### config.mk
export PLATFORM = sky130hd
export DESIGN_NAME = backlight_level_remap_writer_top
export DESIGN_NICKNAME = d
export VERILOG_FILES = /design/src/hw/rtl/blr_pkg.sv /design/src/hw/rtl/blr_ctrl.sv /design/src/hw/rtl/blr_dp.sv /design/src/hw/rtl/backlight_level_remap_writer_top.sv
export SDC_FILE = /design/constraint.sdc
export NUM_CORES = 1
export LEC_CHECK = 0
export BUFFER_PORTS_ARGS = -buffer_cell sky130_fd_sc_hd__buf_2
export CAP_MARGIN = 10
export CORE_MARGIN = 4
export CORE_UTILIZATION = 44
export CTS_CLUSTER_SIZE = 25
export DETAILED_ROUTE_END_ITERATION = 10
export PLACE_DENSITY = 0.7
export RECOVER_POWER = 100
export SYNTH_ARGS = -nofsm -noshare
export SYNTH_HDL_FRONTEND = slang
export SYNTH_SLANG_ARGS = --single-unit
### constraint.sdc
create_clock -name clk -period 17.65 [get_ports clk]
set_input_delay 0.8825 -clock clk [delete_from_list [all_inputs] [get_ports clk]]
set_output_delay 0.8825 -clock clk [all_outputs]
set_load 0.03 [all_outputs]
### src/hw/rtl/blr_pkg.sv
// types, codes and constants shared by the backlight level remap writer
`timescale 1ns / 1ps

package blr_pkg;

	typedef enum logic [1:0] {
		OP_SET  = 2'd0,
		OP_ON   = 2'd1,
		OP_OFF  = 2'd2,
		OP_READ = 2'd3
	} op_t;

	typedef enum logic [2:0] {
		CFG_USER_FLOOR    = 3'd0,
		CFG_USER_MID      = 3'd1,
		CFG_USER_TOP      = 3'd2,
		CFG_PANEL_FLOOR   = 3'd3,
		CFG_PANEL_MID     = 3'd4,
		CFG_PANEL_TOP     = 3'd5,
		CFG_DEFAULT_LEVEL = 3'd6
	} cfg_idx_t;

	typedef enum logic [3:0] {
		ST_IDLE,
		ST_DECODE,
		ST_MUL,
		ST_DIV_INIT,
		ST_DIV,
		ST_FIN,
		ST_CMP,
		ST_EMIT_DIM,
		ST_EMIT_MODE,
		ST_EMIT_DUTY,
		ST_EMIT_READ
	} state_t;

	typedef enum logic [1:0] {
		SEL_DIM,
		SEL_MODE,
		SEL_DUTY,
		SEL_READ
	} out_sel_t;

	localparam logic [7:0]  USER_FLOOR_RST    = 8'd30;
	localparam logic [7:0]  USER_MID_RST      = 8'd143;
	localparam logic [7:0]  USER_TOP_RST      = 8'd255;
	localparam logic [7:0]  PANEL_FLOOR_RST   = 8'd11;
	localparam logic [7:0]  PANEL_MID_RST     = 8'd103;
	localparam logic [7:0]  PANEL_TOP_RST     = 8'd218;
	localparam logic [7:0]  DEFAULT_LEVEL_RST = 8'd100;
	localparam logic [7:0]  APPLIED_LEVEL_RST = 8'd100;

	localparam logic [15:0] ADDR_DIM  = 16'h5300;
	localparam logic [7:0]  DATA_DIM  = 8'h2C;
	localparam logic [15:0] ADDR_MODE = 16'h5500;
	localparam logic [15:0] ADDR_DUTY = 16'h5100;

	localparam logic        KIND_WRITE = 1'b0;
	localparam logic        KIND_REPLY = 1'b1;

	localparam int          DIV_BITS = 16;

	typedef struct packed {
		op_t        operation;
		logic [7:0] level;
	} in_item_t;

	typedef struct packed {
		logic        kind;
		logic [15:0] reg_address;
		logic [7:0]  reg_data;
		logic        last_of_run;
	} out_item_t;

	typedef struct packed {
		logic     load;
		logic     mul;
		logic     div_start;
		logic     div_step;
		logic     finish;
		logic     emit;
		out_sel_t sel;
		logic     commit;
	} dp_cmd_t;

	typedef struct packed {
		op_t  op;
		logic gate_on;
		logic dim_use;
		logic duty_differs;
		logic div_last;
		logic out_free;
	} dp_status_t;

endpackage

### src/hw/rtl/blr_ctrl.sv
// controller state machine sequencing map, divide and register writes
`timescale 1ns / 1ps

module blr_ctrl
	import blr_pkg::*;
(
	input  logic       clk,
	input  logic       arst_n,
	input  logic       in_valid,
	output logic       in_ready,
	input  dp_status_t status,
	output dp_cmd_t    cmd
);

	state_t state_q, state_d;

	always_ff @(posedge clk or negedge arst_n) begin
		if (!arst_n) begin
			state_q <= ST_IDLE;
		end else begin
			state_q <= state_d;
		end
	end

	always_comb begin
		state_d = state_q;
		unique case (state_q)
			ST_IDLE: begin
				if (in_valid) state_d = ST_DECODE;
			end
			ST_DECODE: begin
				unique case (status.op)
					OP_SET:  state_d = status.gate_on ? ST_MUL : ST_IDLE;
					OP_ON:   state_d = ST_MUL;
					OP_OFF:  state_d = ST_IDLE;
					OP_READ: state_d = ST_EMIT_READ;
					default: state_d = ST_IDLE;
				endcase
			end
			ST_MUL:      state_d = ST_DIV_INIT;
			ST_DIV_INIT: state_d = ST_DIV;
			ST_DIV: begin
				if (status.div_last) state_d = ST_FIN;
			end
			ST_FIN:      state_d = ST_CMP;
			ST_CMP: begin
				priority if (!status.duty_differs) state_d = ST_IDLE;
				else if (status.dim_use) state_d = ST_EMIT_DIM;
				else state_d = ST_EMIT_MODE;
			end
			ST_EMIT_DIM: begin
				if (status.out_free) state_d = ST_EMIT_MODE;
			end
			ST_EMIT_MODE: begin
				if (status.out_free) state_d = ST_EMIT_DUTY;
			end
			ST_EMIT_DUTY: begin
				if (status.out_free) state_d = ST_IDLE;
			end
			ST_EMIT_READ: begin
				if (status.out_free) state_d = ST_IDLE;
			end
			default: state_d = ST_IDLE;
		endcase
	end

	always_comb begin
		cmd      = '0;
		cmd.sel  = SEL_DIM;
		in_ready = 1'b0;
		unique case (state_q)
			ST_IDLE: begin
				in_ready = 1'b1;
				cmd.load = in_valid;
			end
			ST_MUL:      cmd.mul = 1'b1;
			ST_DIV_INIT: cmd.div_start = 1'b1;
			ST_DIV:      cmd.div_step = 1'b1;
			ST_FIN:      cmd.finish = 1'b1;
			ST_EMIT_DIM: begin
				cmd.emit = status.out_free;
				cmd.sel  = SEL_DIM;
			end
			ST_EMIT_MODE: begin
				cmd.emit = status.out_free;
				cmd.sel  = SEL_MODE;
			end
			ST_EMIT_DUTY: begin
				cmd.emit   = status.out_free;
				cmd.sel    = SEL_DUTY;
				cmd.commit = status.out_free;
			end
			ST_EMIT_READ: begin
				cmd.emit = status.out_free;
				cmd.sel  = SEL_READ;
			end
			default: begin
			end
		endcase
	end

endmodule

### src/hw/rtl/blr_dp.sv
// datapath: settings, backlight state, segment multiply, serial divider, output register
`timescale 1ns / 1ps

module blr_dp
	import blr_pkg::*;
(
	input  logic       clk,
	input  logic       arst_n,
	input  in_item_t   in_item,
	input  logic       out_ready,
	output logic       out_valid,
	output out_item_t  out_item,
	input  logic       cfg_valid,
	input  logic [2:0] cfg_index,
	input  logic [7:0] cfg_data,
	input  dp_cmd_t    cmd,
	output dp_status_t status
);

	// settings
	logic [7:0] user_floor_q, user_mid_q, user_top_q;
	logic [7:0] panel_floor_q, panel_mid_q, panel_top_q, default_level_q;

	// backlight state
	logic       gate_on_q, dim_pending_q;
	logic [7:0] last_duty_q, applied_level_q, requested_level_q;

	// current item
	op_t        op_q;
	logic [7:0] lvl_q;
	logic       dim_use_q;

	// map and divide
	logic signed [17:0] prod_q;
	logic signed [8:0]  den_q;
	logic [7:0]         base_q;
	logic               below_q;
	logic [15:0]        quo_q;
	logic [7:0]         rem_q;
	logic [7:0]         dvs_q;
	logic               neg_q;
	logic               den_zero_q;
	logic [3:0]         cnt_q;
	logic [7:0]         duty_q;

	logic               out_valid_q;
	out_item_t          out_q;

	logic               above_c;
	logic signed [8:0]  a_c, b_c, den_c;
	logic signed [17:0] prod_neg_c;
	logic signed [8:0]  den_neg_c;
	logic [8:0]         trial_c;
	logic               take_c;
	logic signed [17:0] qs_c, r_c;
	logic [7:0]         clamp_c;
	out_item_t          emit_c;

	always_ff @(posedge clk or negedge arst_n) begin
		if (!arst_n) begin
			user_floor_q    <= USER_FLOOR_RST;
			user_mid_q      <= USER_MID_RST;
			user_top_q      <= USER_TOP_RST;
			panel_floor_q   <= PANEL_FLOOR_RST;
			panel_mid_q     <= PANEL_MID_RST;
			panel_top_q     <= PANEL_TOP_RST;
			default_level_q <= DEFAULT_LEVEL_RST;
		end else if (cfg_valid) begin
			unique case (cfg_idx_t'(cfg_index))
				CFG_USER_FLOOR:    user_floor_q    <= cfg_data;
				CFG_USER_MID:      user_mid_q      <= cfg_data;
				CFG_USER_TOP:      user_top_q      <= cfg_data;
				CFG_PANEL_FLOOR:   panel_floor_q   <= cfg_data;
				CFG_PANEL_MID:     panel_mid_q     <= cfg_data;
				CFG_PANEL_TOP:     panel_top_q     <= cfg_data;
				CFG_DEFAULT_LEVEL: default_level_q <= cfg_data;
				default: begin
				end
			endcase
		end
	end

	always_ff @(posedge clk or negedge arst_n) begin
		if (!arst_n) begin
			gate_on_q         <= 1'b0;
			dim_pending_q     <= 1'b1;
			last_duty_q       <= '0;
			applied_level_q   <= APPLIED_LEVEL_RST;
			requested_level_q <= '0;
			op_q              <= OP_SET;
			dim_use_q         <= 1'b0;
		end else if (cmd.load) begin
			op_q <= in_item.operation;
			unique case (in_item.operation)
				OP_SET: begin
					requested_level_q <= in_item.level;
					dim_use_q         <= dim_pending_q;
				end
				OP_ON: begin
					gate_on_q     <= 1'b1;
					dim_use_q     <= dim_pending_q;
					dim_pending_q <= 1'b1;
				end
				OP_OFF: begin
					gate_on_q   <= 1'b0;
					last_duty_q <= '0;
				end
				OP_READ: begin
				end
				default: begin
				end
			endcase
		end else if (cmd.commit) begin
			last_duty_q     <= duty_q;
			applied_level_q <= lvl_q;
			if (op_q == OP_SET && dim_use_q) dim_pending_q <= 1'b0;
		end
	end

	always_ff @(posedge clk) begin
		if (cmd.load) begin
			if (in_item.operation == OP_SET) begin
				lvl_q <= in_item.level;
			end else begin
				lvl_q <= (requested_level_q == '0) ? default_level_q : requested_level_q;
			end
		end
	end

	// segment select and product
	always_comb begin
		above_c = lvl_q > user_mid_q;
		if (above_c) begin
			a_c   = $signed({1'b0, panel_top_q}) - $signed({1'b0, panel_mid_q});
			b_c   = $signed({1'b0, lvl_q}) - $signed({1'b0, user_mid_q});
			den_c = $signed({1'b0, user_top_q}) - $signed({1'b0, user_mid_q});
		end else begin
			a_c   = $signed({1'b0, panel_mid_q}) - $signed({1'b0, panel_floor_q});
			b_c   = $signed({1'b0, lvl_q}) - $signed({1'b0, user_floor_q});
			den_c = $signed({1'b0, user_mid_q}) - $signed({1'b0, user_floor_q});
		end
	end

	always_ff @(posedge clk) begin
		if (cmd.mul) begin
			prod_q  <= 18'(a_c) * 18'(b_c);
			den_q   <= den_c;
			base_q  <= above_c ? panel_mid_q : panel_floor_q;
			below_q <= lvl_q < user_floor_q;
		end
	end

	// restoring divider on magnitudes, one quotient bit per cycle
	assign prod_neg_c = -prod_q;
	assign den_neg_c  = -den_q;
	assign trial_c    = {rem_q, quo_q[DIV_BITS-1]};
	assign take_c     = trial_c >= {1'b0, dvs_q};

	always_ff @(posedge clk) begin
		if (cmd.div_start) begin
			quo_q      <= prod_q[17] ? prod_neg_c[15:0] : prod_q[15:0];
			dvs_q      <= den_q[8] ? den_neg_c[7:0] : den_q[7:0];
			rem_q      <= '0;
			neg_q      <= prod_q[17] ^ den_q[8];
			den_zero_q <= den_q == '0;
		end else if (cmd.div_step) begin
			rem_q <= take_c ? 8'(trial_c - {1'b0, dvs_q}) : trial_c[7:0];
			quo_q <= {quo_q[DIV_BITS-2:0], take_c};
		end
	end

	always_ff @(posedge clk or negedge arst_n) begin
		if (!arst_n) begin
			cnt_q <= '0;
		end else if (cmd.div_start) begin
			cnt_q <= '0;
		end else if (cmd.div_step) begin
			cnt_q <= cnt_q + 4'd1;
		end
	end

	// signed quotient, base and clamp
	always_comb begin
		qs_c = $signed({2'b00, quo_q});
		if (den_zero_q) qs_c = '0;
		else if (neg_q) qs_c = -qs_c;
		r_c = qs_c + $signed({10'd0, base_q});
		priority if (r_c[17]) clamp_c = 8'd0;
		else if (r_c > 18'sd255) clamp_c = 8'd255;
		else clamp_c = r_c[7:0];
	end

	always_ff @(posedge clk) begin
		if (cmd.finish) duty_q <= below_q ? panel_floor_q : clamp_c;
	end

	// result register
	always_comb begin
		emit_c = '0;
		unique case (cmd.sel)
			SEL_DIM: begin
				emit_c.kind        = KIND_WRITE;
				emit_c.reg_address = ADDR_DIM;
				emit_c.reg_data    = DATA_DIM;
			end
			SEL_MODE: begin
				emit_c.kind        = KIND_WRITE;
				emit_c.reg_address = ADDR_MODE;
			end
			SEL_DUTY: begin
				emit_c.kind        = KIND_WRITE;
				emit_c.reg_address = ADDR_DUTY;
				emit_c.reg_data    = duty_q;
				emit_c.last_of_run = 1'b1;
			end
			SEL_READ: begin
				emit_c.kind        = KIND_REPLY;
				emit_c.reg_data    = applied_level_q;
				emit_c.last_of_run = 1'b1;
			end
			default: begin
			end
		endcase
	end

	always_ff @(posedge clk or negedge arst_n) begin
		if (!arst_n) begin
			out_valid_q <= 1'b0;
		end else if (cmd.emit) begin
			out_valid_q <= 1'b1;
		end else if (out_ready) begin
			out_valid_q <= 1'b0;
		end
	end

	always_ff @(posedge clk) begin
		if (cmd.emit) out_q <= emit_c;
	end

	assign out_valid = out_valid_q;
	assign out_item  = out_q;

	always_comb begin
		status.op           = op_q;
		status.gate_on      = gate_on_q;
		status.dim_use      = dim_use_q;
		status.duty_differs = duty_q != last_duty_q;
		status.div_last     = cnt_q == 4'(DIV_BITS - 1);
		status.out_free     = !out_valid_q || out_ready;
	end

endmodule

### src/hw/rtl/backlight_level_remap_writer_top.sv
// top level: maps a brightness level to panel PWM register writes
// a level change runs through load, decode, multiply, a 16-step serial divider,
// clamp, compare and up to three writes, each of which waits for a free output
// a read reply is emitted after decode once the output is free; off gives no result
// one item at a time, taken only while idle; configuration is always ready
// asynchronous active-low reset restores register defaults, gate off, dim write pending
`timescale 1ns / 1ps

module backlight_level_remap_writer_top
	import blr_pkg::*;
(
	input  logic       clk,
	input  logic       arst_n,
	input  logic       in_valid,
	output logic       in_ready,
	input  in_item_t   in_item,
	output logic       out_valid,
	input  logic       out_ready,
	output out_item_t  out_item,
	input  logic       cfg_valid,
	output logic       cfg_ready,
	input  logic [2:0] cfg_index,
	input  logic [7:0] cfg_data
);

	dp_cmd_t    cmd;
	dp_status_t status;

	assign cfg_ready = 1'b1;

	blr_ctrl u_ctrl (
		.clk      (clk),
		.arst_n   (arst_n),
		.in_valid (in_valid),
		.in_ready (in_ready),
		.status   (status),
		.cmd      (cmd)
	);

	blr_dp u_dp (
		.clk       (clk),
		.arst_n    (arst_n),
		.in_item   (in_item),
		.out_ready (out_ready),
		.out_valid (out_valid),
		.out_item  (out_item),
		.cfg_valid (cfg_valid),
		.cfg_index (cfg_index),
		.cfg_data  (cfg_data),
		.cmd       (cmd),
		.status    (status)
	);

endmodule

; Word-level counts from Yosys, hierarchy flattened
; Cells that the tools add are included.
[word_totals]
out_inout_bits = 29
regBits = 206
[op_classes]
n_reduce_logical = 33
bitwise_logic = 2
magnitude_cmp = 4
eq_ne = 33
mux = 50
n_mul = 1
n_addsub = 12
[op_table]
columns = operator, n
row1 = $mux W8, 11
row2 = $sub A8 B8 Y9, 6
row3 = $mux W16, 3
row4 = $pmux W15 S3, 1
row5 = $pmux W4 S10, 1
row6 = $mux W18, 2
row7 = $mux W4, 9
row8 = $mux W9, 3
row9 = $pmux W8 S3, 1
row10 = $reduce_and A2 Y1, 12
row11 = $add A18 B9 Y18, 1
row12 = $gt A18 B9 Y1 const B, 1
row13 = $mul A9 B9 Y18, 1
row14 = $neg A16 Y18, 1
row15 = $eq A4 B3 Y1 const B, 4
row16 = $eq A4 B4 Y1 const B, 4
row17 = $neg A16 Y16, 1
row18 = $pmux W4 S4, 1
row19 = $mux W1, 14
row20 = $pmux W3 S4, 1
row21 = $eq A2 B2 Y1 const B, 5
row22 = $ne A2 B1 Y1 const B, 5
row23 = $reduce_bool A2 Y1, 5
row24 = $eq A3 B3 Y1 const B, 3
row25 = 29 further kinds, 39

; Depth between registers and ports, before layout
; Gate-level depths: netlist of the first run.
[logic_depth]
depth_word = 8
mapped_depth = 30

; By module
; From an unflattened synthesis of the first run, not the netlist that was laid out.
[hier_totals]
hier_cells = 1490
area_unflattened_um2 = 14881.8
[by_module_without_submodules]
columns = mod, area_per_inst_um2, cells_each, instances
row1 = blr_dp, 14401.3, 1434, 1
row2 = blr_ctrl, 469.2, 54, 1
row3 = backlight_level_remap_writer_top, 11.3, 2, 1

; Least setup slack after synthesis of the first run
; No wires, ideal clock.
[synth_path]
kind = register -> register
start = reg u_dp.user_mid_q[1]
end = reg u_dp.prod_q[17], data pin
setup_slack_ns = 10.135
path_buffers = 1
t_arrival_ns = 7.256
required_time_ns = 17.391
stages_incl_launch_ff = 28
path_cell_list = dfstp_2 -> inv_1 -> ha_1 -> nor2b_1 -> o21ai_0 -> a21boi_0 -> o21ai_0 -> a211oi_1 -> o22ai_1 -> buf_2 -> mux2_2 -> or2_2 -> fa_1 -> fa_1 -> inv_1 -> fa_1 -> fa_1 -> inv_1 -> fa_1 -> inv_1 -> ha_1 -> a21oi_1 -> nor2b_1 -> o21a_1 -> o311a_1 -> nor2_1 -> a21oi_1 -> xnor2_1
[synth_between]
elab_chain_len = 3
[synth_rtl]
columns = element, line_no
row1 = start: declaration, blr_dp.sv:21  ; logic [7:0] user_floor_q, user_mid_q, user_top_q;
row2 = start signal: assignment, blr_dp.sv:71  ; CFG_USER_MID: user_mid_q <= cfg_data;
row3 = $sub A8 B8 Y9 or $gt A8 B8 Y1 (tied branches), "blr_dp.sv:135, blr_dp.sv:132"
row4 = $mux W9, blr_dp.sv:133  ; if (above_c) begin
row5 = $mul A9 B9 Y18 (*), blr_dp.sv:146  ; prod_q <= 18'(a_c) * 18'(b_c);
row6 = end signal: assignment, blr_dp.sv:146
row7 = end: declaration, blr_dp.sv:34  ; logic signed [17:0] prod_q;
; Every way passes the cells marked *; elsewhere a longest branch is shown, timed or not.
; A chain may end at the register's enable or synchronous reset.

; Worst setup path in the final report of the first run
[layout_path]
start = reg u_dp.user_mid_q[1]
end = reg u_dp.prod_q[14], data pin
; The elaborated chain is that of the path after synthesis.

==> metrics.md, run 1 <==
| Metric | Value |
|---|---|
| Outcome | complete, but fails checks |
| Failing checks | max-capacitance violations, max-slew violations |
| Antenna Diode Count | 0 |
| Number of synthesized flops with an enable pin | 90 |
| CTS Buffer Depth | 2 |
| Asr flop ratio synth | 48.96% |
| CP arrival | 10.44 ns |
| Post_cts resized | 0 |
| Clock slew at reported path FFs | around 0.08 ns |
| Die ar. | 36,450 sq um |
| Residual DRC | 0 |
| Remaining antenna violation count | 0 |
| Slew margin rel. | -155.3% |
| Syn Inst Count | around 1,500 |
| DP Wirelength | 25.47 mm |
| Netlist cell types | between 70 and 80 |
| Worst min path class | reg -> reg |
| HP Start | u_dp.rem_q[6] |
| Highest clock rate | 97.49 MHz |
| Gr usage total | 18.32% |
| Worst hold path depth | 2 |
| Die W | 190.9 um |
| Hold buffer count at cts | 0 |
| PortBufs | 42 |
| Routability cong. | 0.9581 |
| Drt pass-1 iters | 4 |
| WL final | 32.83 mm |
| WHS Endpoint | u_dp.rem_q[6] |
| Largest net degree at the start of global routing | 75 |
| Die Ht | 190.9 um |
| Final Critical Period | 10.26 ns |
| Layout cells sized above 1 | 11.71% |
| Setup TNS | 0 ns |
| Vias per cell | 5.378 |
| Post-Syn Area | 14,720 sq um |
| Clock skew | 0.01659 ns |
| Hold Fails Final Rpt | 0 |
| DR iter-0 viols | 732 |
| CTS HTree Levels | 4 |
| Critical path fanouts, max | 46 |
| Commonest non-fill, non-tap cell in the layout | inv_1 |
| Slew @ Worst Pin | 3.830 ns |
| Top FF cell, synth | edfxtp_1 |
| Final Non-Filler Cells | between 1,500 and 2,000 |
| Sink Count | 192 |
| Setup crit end kind | flop |
| CP Data Required Time | 17.83 ns |
| DP Cell Count | 1,938 |
| Setup Buffers After CTS | 0 |
| Root Driver | clkbuf_16 |
| R2R Setup Slk | around 7.4 ns |
| Num CTS Buffers | 17 |
| Ys Warns | 0 |
| Crit-path slowest cell | clkbuf_1 |
| Yosys reg bits | 192 |
| Reg2Reg Capture Point | u_dp.prod_q[14] |
| Vias in the first global route | 10,440 |
| Total grt overflow | 0 |
| Fin crit share | 58.12% |
| DR WL/cell | around 17 um |
| Dpl cell area | ~15,000 sq um |
| Area growth syn-to-layout | 7.640% |
| Fin nets | 1,728 |
| Seq/Total Area, Yosys | 35.73% |
| Finished Cell Area | 15,850 sq um |
| Max Cap Viol | 3 |
| Core Region | between 30,000 and 40,000 sq um |
| Mean post-synth cell area | 9.895 sq um |
| WS Path Type | reg -> reg |
| Most frequent cells in the layout | inv_1 (151), nand2_1 (141), o21ai_0 (130) |
| Slew Limit Fails | 158 |
| Standard-cell rows | 66 |
| FF-to-FF Start | u_dp.user_mid_q[1] |
| Initial antenna violation count | 0 |
| Initial core utilization | 44.91% |
| Clock latency on the worst-skew pair | 0.44 ns |
| RSZ-0062 raised after global routing | false |
| DR vias | 10,600 |
| Worst Setup Start Kind | flop |
| Biggest cell delay along the critical path | 1.57 ns |
| I/O Pins | between 50 and 60 |
| Worst reg-to-reg path cell count | 27 |
| CTS tree | built |
| # setup viols final | 0 |
| First-pass GRT wire length | 53.85 mm |
==> worst max path at each step <==
stage	depth (start not counted)	from	to
final	27	u_dp.user_mid_q[1]	u_dp.prod_q[14]
after global routing	27	u_dp.user_mid_q[1]	u_dp.prod_q[14]
after CTS	27	u_dp.user_mid_q[1]	u_dp.prod_q[14]
after detailed placement	27	u_dp.user_mid_q[1]	u_dp.prod_q[17]
after global placement	27	u_dp.user_mid_q[1]	u_dp.prod_q[17]
after floorplan	27	u_dp.user_mid_q[1]	u_dp.prod_q[17]
==> final cells by class <==
cell class | instances | area, sq um
Fill cell | 3045 | 16940
Multi-Input combinational cell | 1101 | 8627
Sequential cell | 192 | 5261
Inverter | 152 | 570.5
Tap cell | 442 | 553.0
Clock buffer | 19 | 452.9
Timing Repair Buffer | 51 | 222.7
Clock inverter | 13 | 161.4
==> layer usage <==
layer | up-vias | part of all wire, % | GRT usage [%]
li1 | 5189 | - | -
met1 | 5166 | 47 | 25.67
met3 | 43 | 3.2 | 2.575
met2 | 197 | 48 | 30.35
met5 | - | 0 | 0
met4 | 0 | 1.6 | 4.365
==> critical path, delay by kind of cell, from the launching register on <==
kind	cells	cell delay (ns)
AO/OA/AOI/OAI	10	2.86
adder cells (fa/ha/maj)	7	3.20
buffers and inverters	6	1.94
flip-flops	1	0.58
multiplexers	1	0.69
AND/OR/NAND/NOR	3	0.72
==> through the flow <==
| step | utilization, % | hold slack [ns] | setup WS, ns |
|---|---|---|---|
| after floorplan | - | 0.4501 | 10.13 |
| after global placement | 46.81 | 0.4681 | 9.589 |
| after detailed placement | 46.81 | 0.4685 | 9.348 |
| after CTS | 48.68 | 0.3033 | 9.317 |
| after global routing | 48.34 | 0.5121 | 6.714 |
| final | 48.34 | 0.4845 | 7.393 |
==> synth_stat cells (4+ instances only) <==
cell	instances	area share [%]
dfstp_2	37	6.6
o211ai_1	6	0.31
mux2i_1	28	1.9
or4_1	6	0.31
o31ai_1	8	0.41
buf_4	14	0.71
nand2b_1	22	0.93
a21o_1	13	0.66
ha_1	109	9.3
a22o_1	13	0.77
or2_2	14	0.59
o21bai_1	6	0.31
a211oi_1	9	0.46
nor3b_1	8	0.41
buf_1	4	0.10
o21a_1	5	0.25
edfxtp_1	90	18
mux2_2	63	4.8
clkbuf_1	27	0.69
o21ai_0	130	4.4
or3_1	12	0.51
nand2_1	141	3.6
inv_1	151	3.8
nand4_1	11	0.47
dfxtp_1	8	1.1
fa_1	78	11
a31oi_1	8	0.34
nand3_1	7	0.24
xnor2_1	66	3.9
dfrtp_1	57	9.7
a21oi_1	69	2.3
nor3_1	25	0.85
nor4_1	7	0.30
a21boi_0	9	0.46
nor2b_1	22	0.93
a22oi_1	5	0.25
buf_2	6	0.20
xor2_1	30	1.8
nor2_1	109	2.8
==> registers in the layout, indices dropped and copies added, names as in the netlist, 9 cells and up <==
name           flops
u_dp.prod_q       17
u_dp.quo_q        16
u_dp.out_item     13
u_dp.den_q         9
==> cell families after synthesis <==
family | count (synthesis) | synth area share (%)
compound gates | 307 | 12.81
fa+ha+maj | 187 | 19.87
buf+inv | 205 | 5.736
mux | 91 | 6.722
simple gates | 408 | 13.37
flops | 192 | 35.73
xor+xnor | 96 | 5.710
other cells | 2 | 0.05100
Power of run 1 is left out: the tool's default activity adds up to more than one toggle a clock period on the data nets, which glitch-free logic cannot reach.
==> run 2: changes to the inputs <==
Settings changed: ABC_AREA set to 1, PLACE_DENSITY 0.7 to 0.72.
Clock period 17.65 ns to 8.6 ns, I/O delays scaled along.
==> metrics.md, run 2 <==
| Metric | Value |
|---|---|
| Worst hold path depth | 3 (+1) |
| DR vias | 11,380 (+7.4%) |
| Met3 routed WL | 1.210 mm (+15%) |
| Clock slew at reported path FFs | 0.09 ns (about the same) |
| WL final | 33.93 mm (+3.3%) |
| Drt pass-1 iters | 5 (+1) |
| Fin crit share | 88.61% (+30 points) |
| Mean post-synth cell area | 8.462 sq um (-14%) |
| Most flops, register | u_dp.prod_q |
| DP Wirelength | 26.86 mm (+5.5%) |
| CTS Buffer Depth | 2 (unchanged) |
| CTS HTree Levels | 4 (unchanged) |
| Wire length on met2 | 16.41 mm (+3.1%) |
| Setup Buffers After CTS | 0 (unchanged) |
| Syn Inst Count | 1,729 (+16%) |
| WL met1 | 15.72 mm (+2.5%) |
| Yosys reg bits | 192 (unchanged) |
| Setup crit end kind | flop |
| Cell mode on critical path | nand2_1 |
| Die Ht | 190.3 um (-0.31%) |
| Initial core utilization | 44.74% (-0.17 points) |
| Fill cells | 3,165 (+3.9%) |
| Routability cong. | 0.9047 (-5.6%) |
| Max Cap Viol | 3 (unchanged) |
| Clock latency on the worst-skew pair | 0.44 ns (about the same) |
| Hold buffer count at cts | 1 (+1) |
| Synth area leader | edfxtp_1 |
| # setup viols final | 0 (unchanged) |
| Crit-path slowest cell | dfstp_1 |
| I/O Pins | 55 (unchanged) |
| Ys Warns | 0 (unchanged) |
| Layout cells sized above 1 | 8.451% (-3.3 points) |
| Seq/Total Area, Yosys | 35.96% (+0.23 points) |
| Netlist cell types | 53 (-28%) |
| Antenna Diode Count | 0 (unchanged) |
| Top FF cell, synth | edfxtp_1 |
| Slew margin rel. | -181.7% (-26 points) |
| Slew Limit Fails | 159 (+0.63%) |
| Commonest non-fill, non-tap cell in the layout | nand2_1 |
| Asr flop ratio synth | 48.96% (unchanged) |
| HP Start | in_item[9] |
| Post-synthesis compound-gate area fraction | 11.54% (-1.3 points) |
| Standard-cell rows | 66 (unchanged) |
| Root Driver | clkbuf_16 |
| Post_cts resized | 0 (unchanged) |
| Die ar. | 36,230 sq um (-0.61%) |
| Vias in the first global route | 11,360 (+8.8%) |
| Outcome | complete, but fails checks |
| Highest clock rate | 131.2 MHz (+35%) |
| Critical path fanouts, max | 19 (-59%) |
| Max reg flops | 17 (unchanged) |
| Setup TNS | 0 ns (unchanged) |
| DR iter-0 viols | 755 (+3.1%) |
| Residual DRC | 0 (unchanged) |
| Largest net degree at the start of global routing | 79 (+5.3%) |
| Top Layer Used | met4 |
| Area growth syn-to-layout | 7.971% |
| Hold Fails Final Rpt | 0 (unchanged) |
| Top-count cell post-synth | nand2_1 |
| Final Critical Period | 7.621 ns (-2.637 ns) |
| CP startpoint | u_dp.user_mid_q[1] |
| CTS tree | built |
| Initial antenna violation count | 0 (unchanged) |
| Remaining antenna violation count | 0 (unchanged) |
| Post-Syn Area | 14,630 sq um (-0.64%) |
| Most frequent cells in the layout | nand2_1 (347), inv_1 (273), o21ai_0 (152) |
| DR WL/cell | 15.30 um (-8.2%) |
| Total grt overflow | 0 (unchanged) |
| Adder-Cell Fraction of Synth Area | 19.99% (+0.13 points) |
| Failing checks | max-capacitance violations, max-slew violations |
| Number of synthesized flops with an enable pin | 90 (unchanged) |
| Synth area leaders | edfxtp_1 (18%), fa_1 (11%), dfrtp_1 (9.7%), ha_1 (9.3%), nand2_1 (8.9%) |
| Core Region | 32,700 sq um (-0.25%) |
| Main combinational cell family by area after synthesis | adder cells |
| WS Path Type | reg -> reg |
| Multiplexer area fraction after synthesis | 1.060% (-5.7 points) |
| Simple-gate area share of the yosys netlist | 17.88% (+4.5 points) |
| Slew @ Worst Pin | 4.226 ns (+0.3963 ns) |
| Area of the multi-input gates | 8069 sq um (-6.5%) |
| First-pass GRT wire length | 57.08 mm (+6.0%) |
| Sink Count | 192 (unchanged) |
| Num CTS Buffers | 17 (unchanged) |
| CP arrival | 7.81 ns (-2.63 ns) |
| CP Data Required Time | 8.79 ns (-9.04 ns) |
| Vias per cell | 5.132 (-4.6%) |
| FF-to-FF Start | u_dp.user_mid_q[1] |
| Worst min path class | in -> reg |
| Die W | 190.3 um (-0.31%) |
| RSZ-0062 raised after global routing | false |
| Worst reg-to-reg path cell count | 31 (+15%) |
| Top-area cell type share of the netlist area | 18.47% (+0.12 points) |
| Synth top cells by count | nand2_1 (347), inv_1 (272), o21ai_0 (151), nor2_1 (148), ha_1 (109) |
| Fin nets | 1,975 (+14%) |
| PortBufs | 42 (unchanged) |
| Register cell area after layout | 5261 sq um (unchanged) |
| Gr usage total | 19.34% (+1.0 points) |
| Worst Setup Start Kind | flop |
| Post-Synth XOR/XNOR Area | 4.610% (-1.1 points) |
| Clock skew | 0.01714 ns (+0.0005523 ns) |
| Biggest cell delay along the critical path | 0.61 ns (-0.96 ns) |
-- run 2: metal layers --
metal / global-route usage, % / vias up
li1: - / 5643
met4: 4.862 / 0
met2: 32.71 / 240
met1: 26.71 / 5452
met5: 0 / -
met3: 2.234 / 43
-- run 2: worst max-delay path, delay by kind of cell (launching register included) --
kind / cells / cell delay, ns
simple gates: 10 / 1.24
compound gates: 8 / 1.48
xor+xnor: 1 / 0.08
buf+inv: 5 / 0.63
flops: 1 / 0.61
fa+ha+maj: 7 / 3.30
-- run 2: layout make-up --
class | instances | area share [%]
Tap cell | 442 | 3.501
Clock inverter | 15 | 1.244
Multi-Input combinational cell | 1218 | 51.08
Timing Repair Buffer | 47 | 1.378
Inverter | 286 | 6.796
Sequential cell | 192 | 33.31
Clock buffer | 17 | 2.693
-- run 2: worst paths after layout --
| path | to | slack [ns] |
|---|---|---|
| max | u_dp.prod_q[15] | 0.98 |
| max in group asynchronous | u_dp.panel_floor_q[7] | 3.44 |
| min in group asynchronous | u_dp.requested_level_q[0] | 0.65 |
| max reg2reg | u_dp.prod_q[15] | 0.98 |
| min | u_dp.op_q[1] | 0.24 |
| min reg2reg | u_dp.dim_pending_q | 0.48 |
-- run 2: cell families (layout without fill, tap and decap cells) --
family                     Yosys count  after routing
and+or+nand+nor                    624            624
buffers and inverters              329            365
AOI/OAI and AO/OA                  306            306
DFF                                192            192
adders and majority gates          187            187
xor gates and xnor gates            77             77
muxes                               12             12
other                                2             12
-- run 2: stage by stage --
step	setup slack, ns	hold WS [ns]	std cells	util [%]	instance area, sq um
2_1_floorplan	1.997	0.1344	1739	-	14670
3_3_place_gp	1.587	0.3065	2184	46.61	15240
3_5_place_dp	1.347	0.3057	2184	46.61	15240
4_1_cts	1.305	0.2259	2217	48.54	15870
5_1_grt	0.4290	0.2416	2217	48.31	15800
6_report	0.9793	0.2428	2217	48.31	15800
Power of run 2 is left out for the same reason.
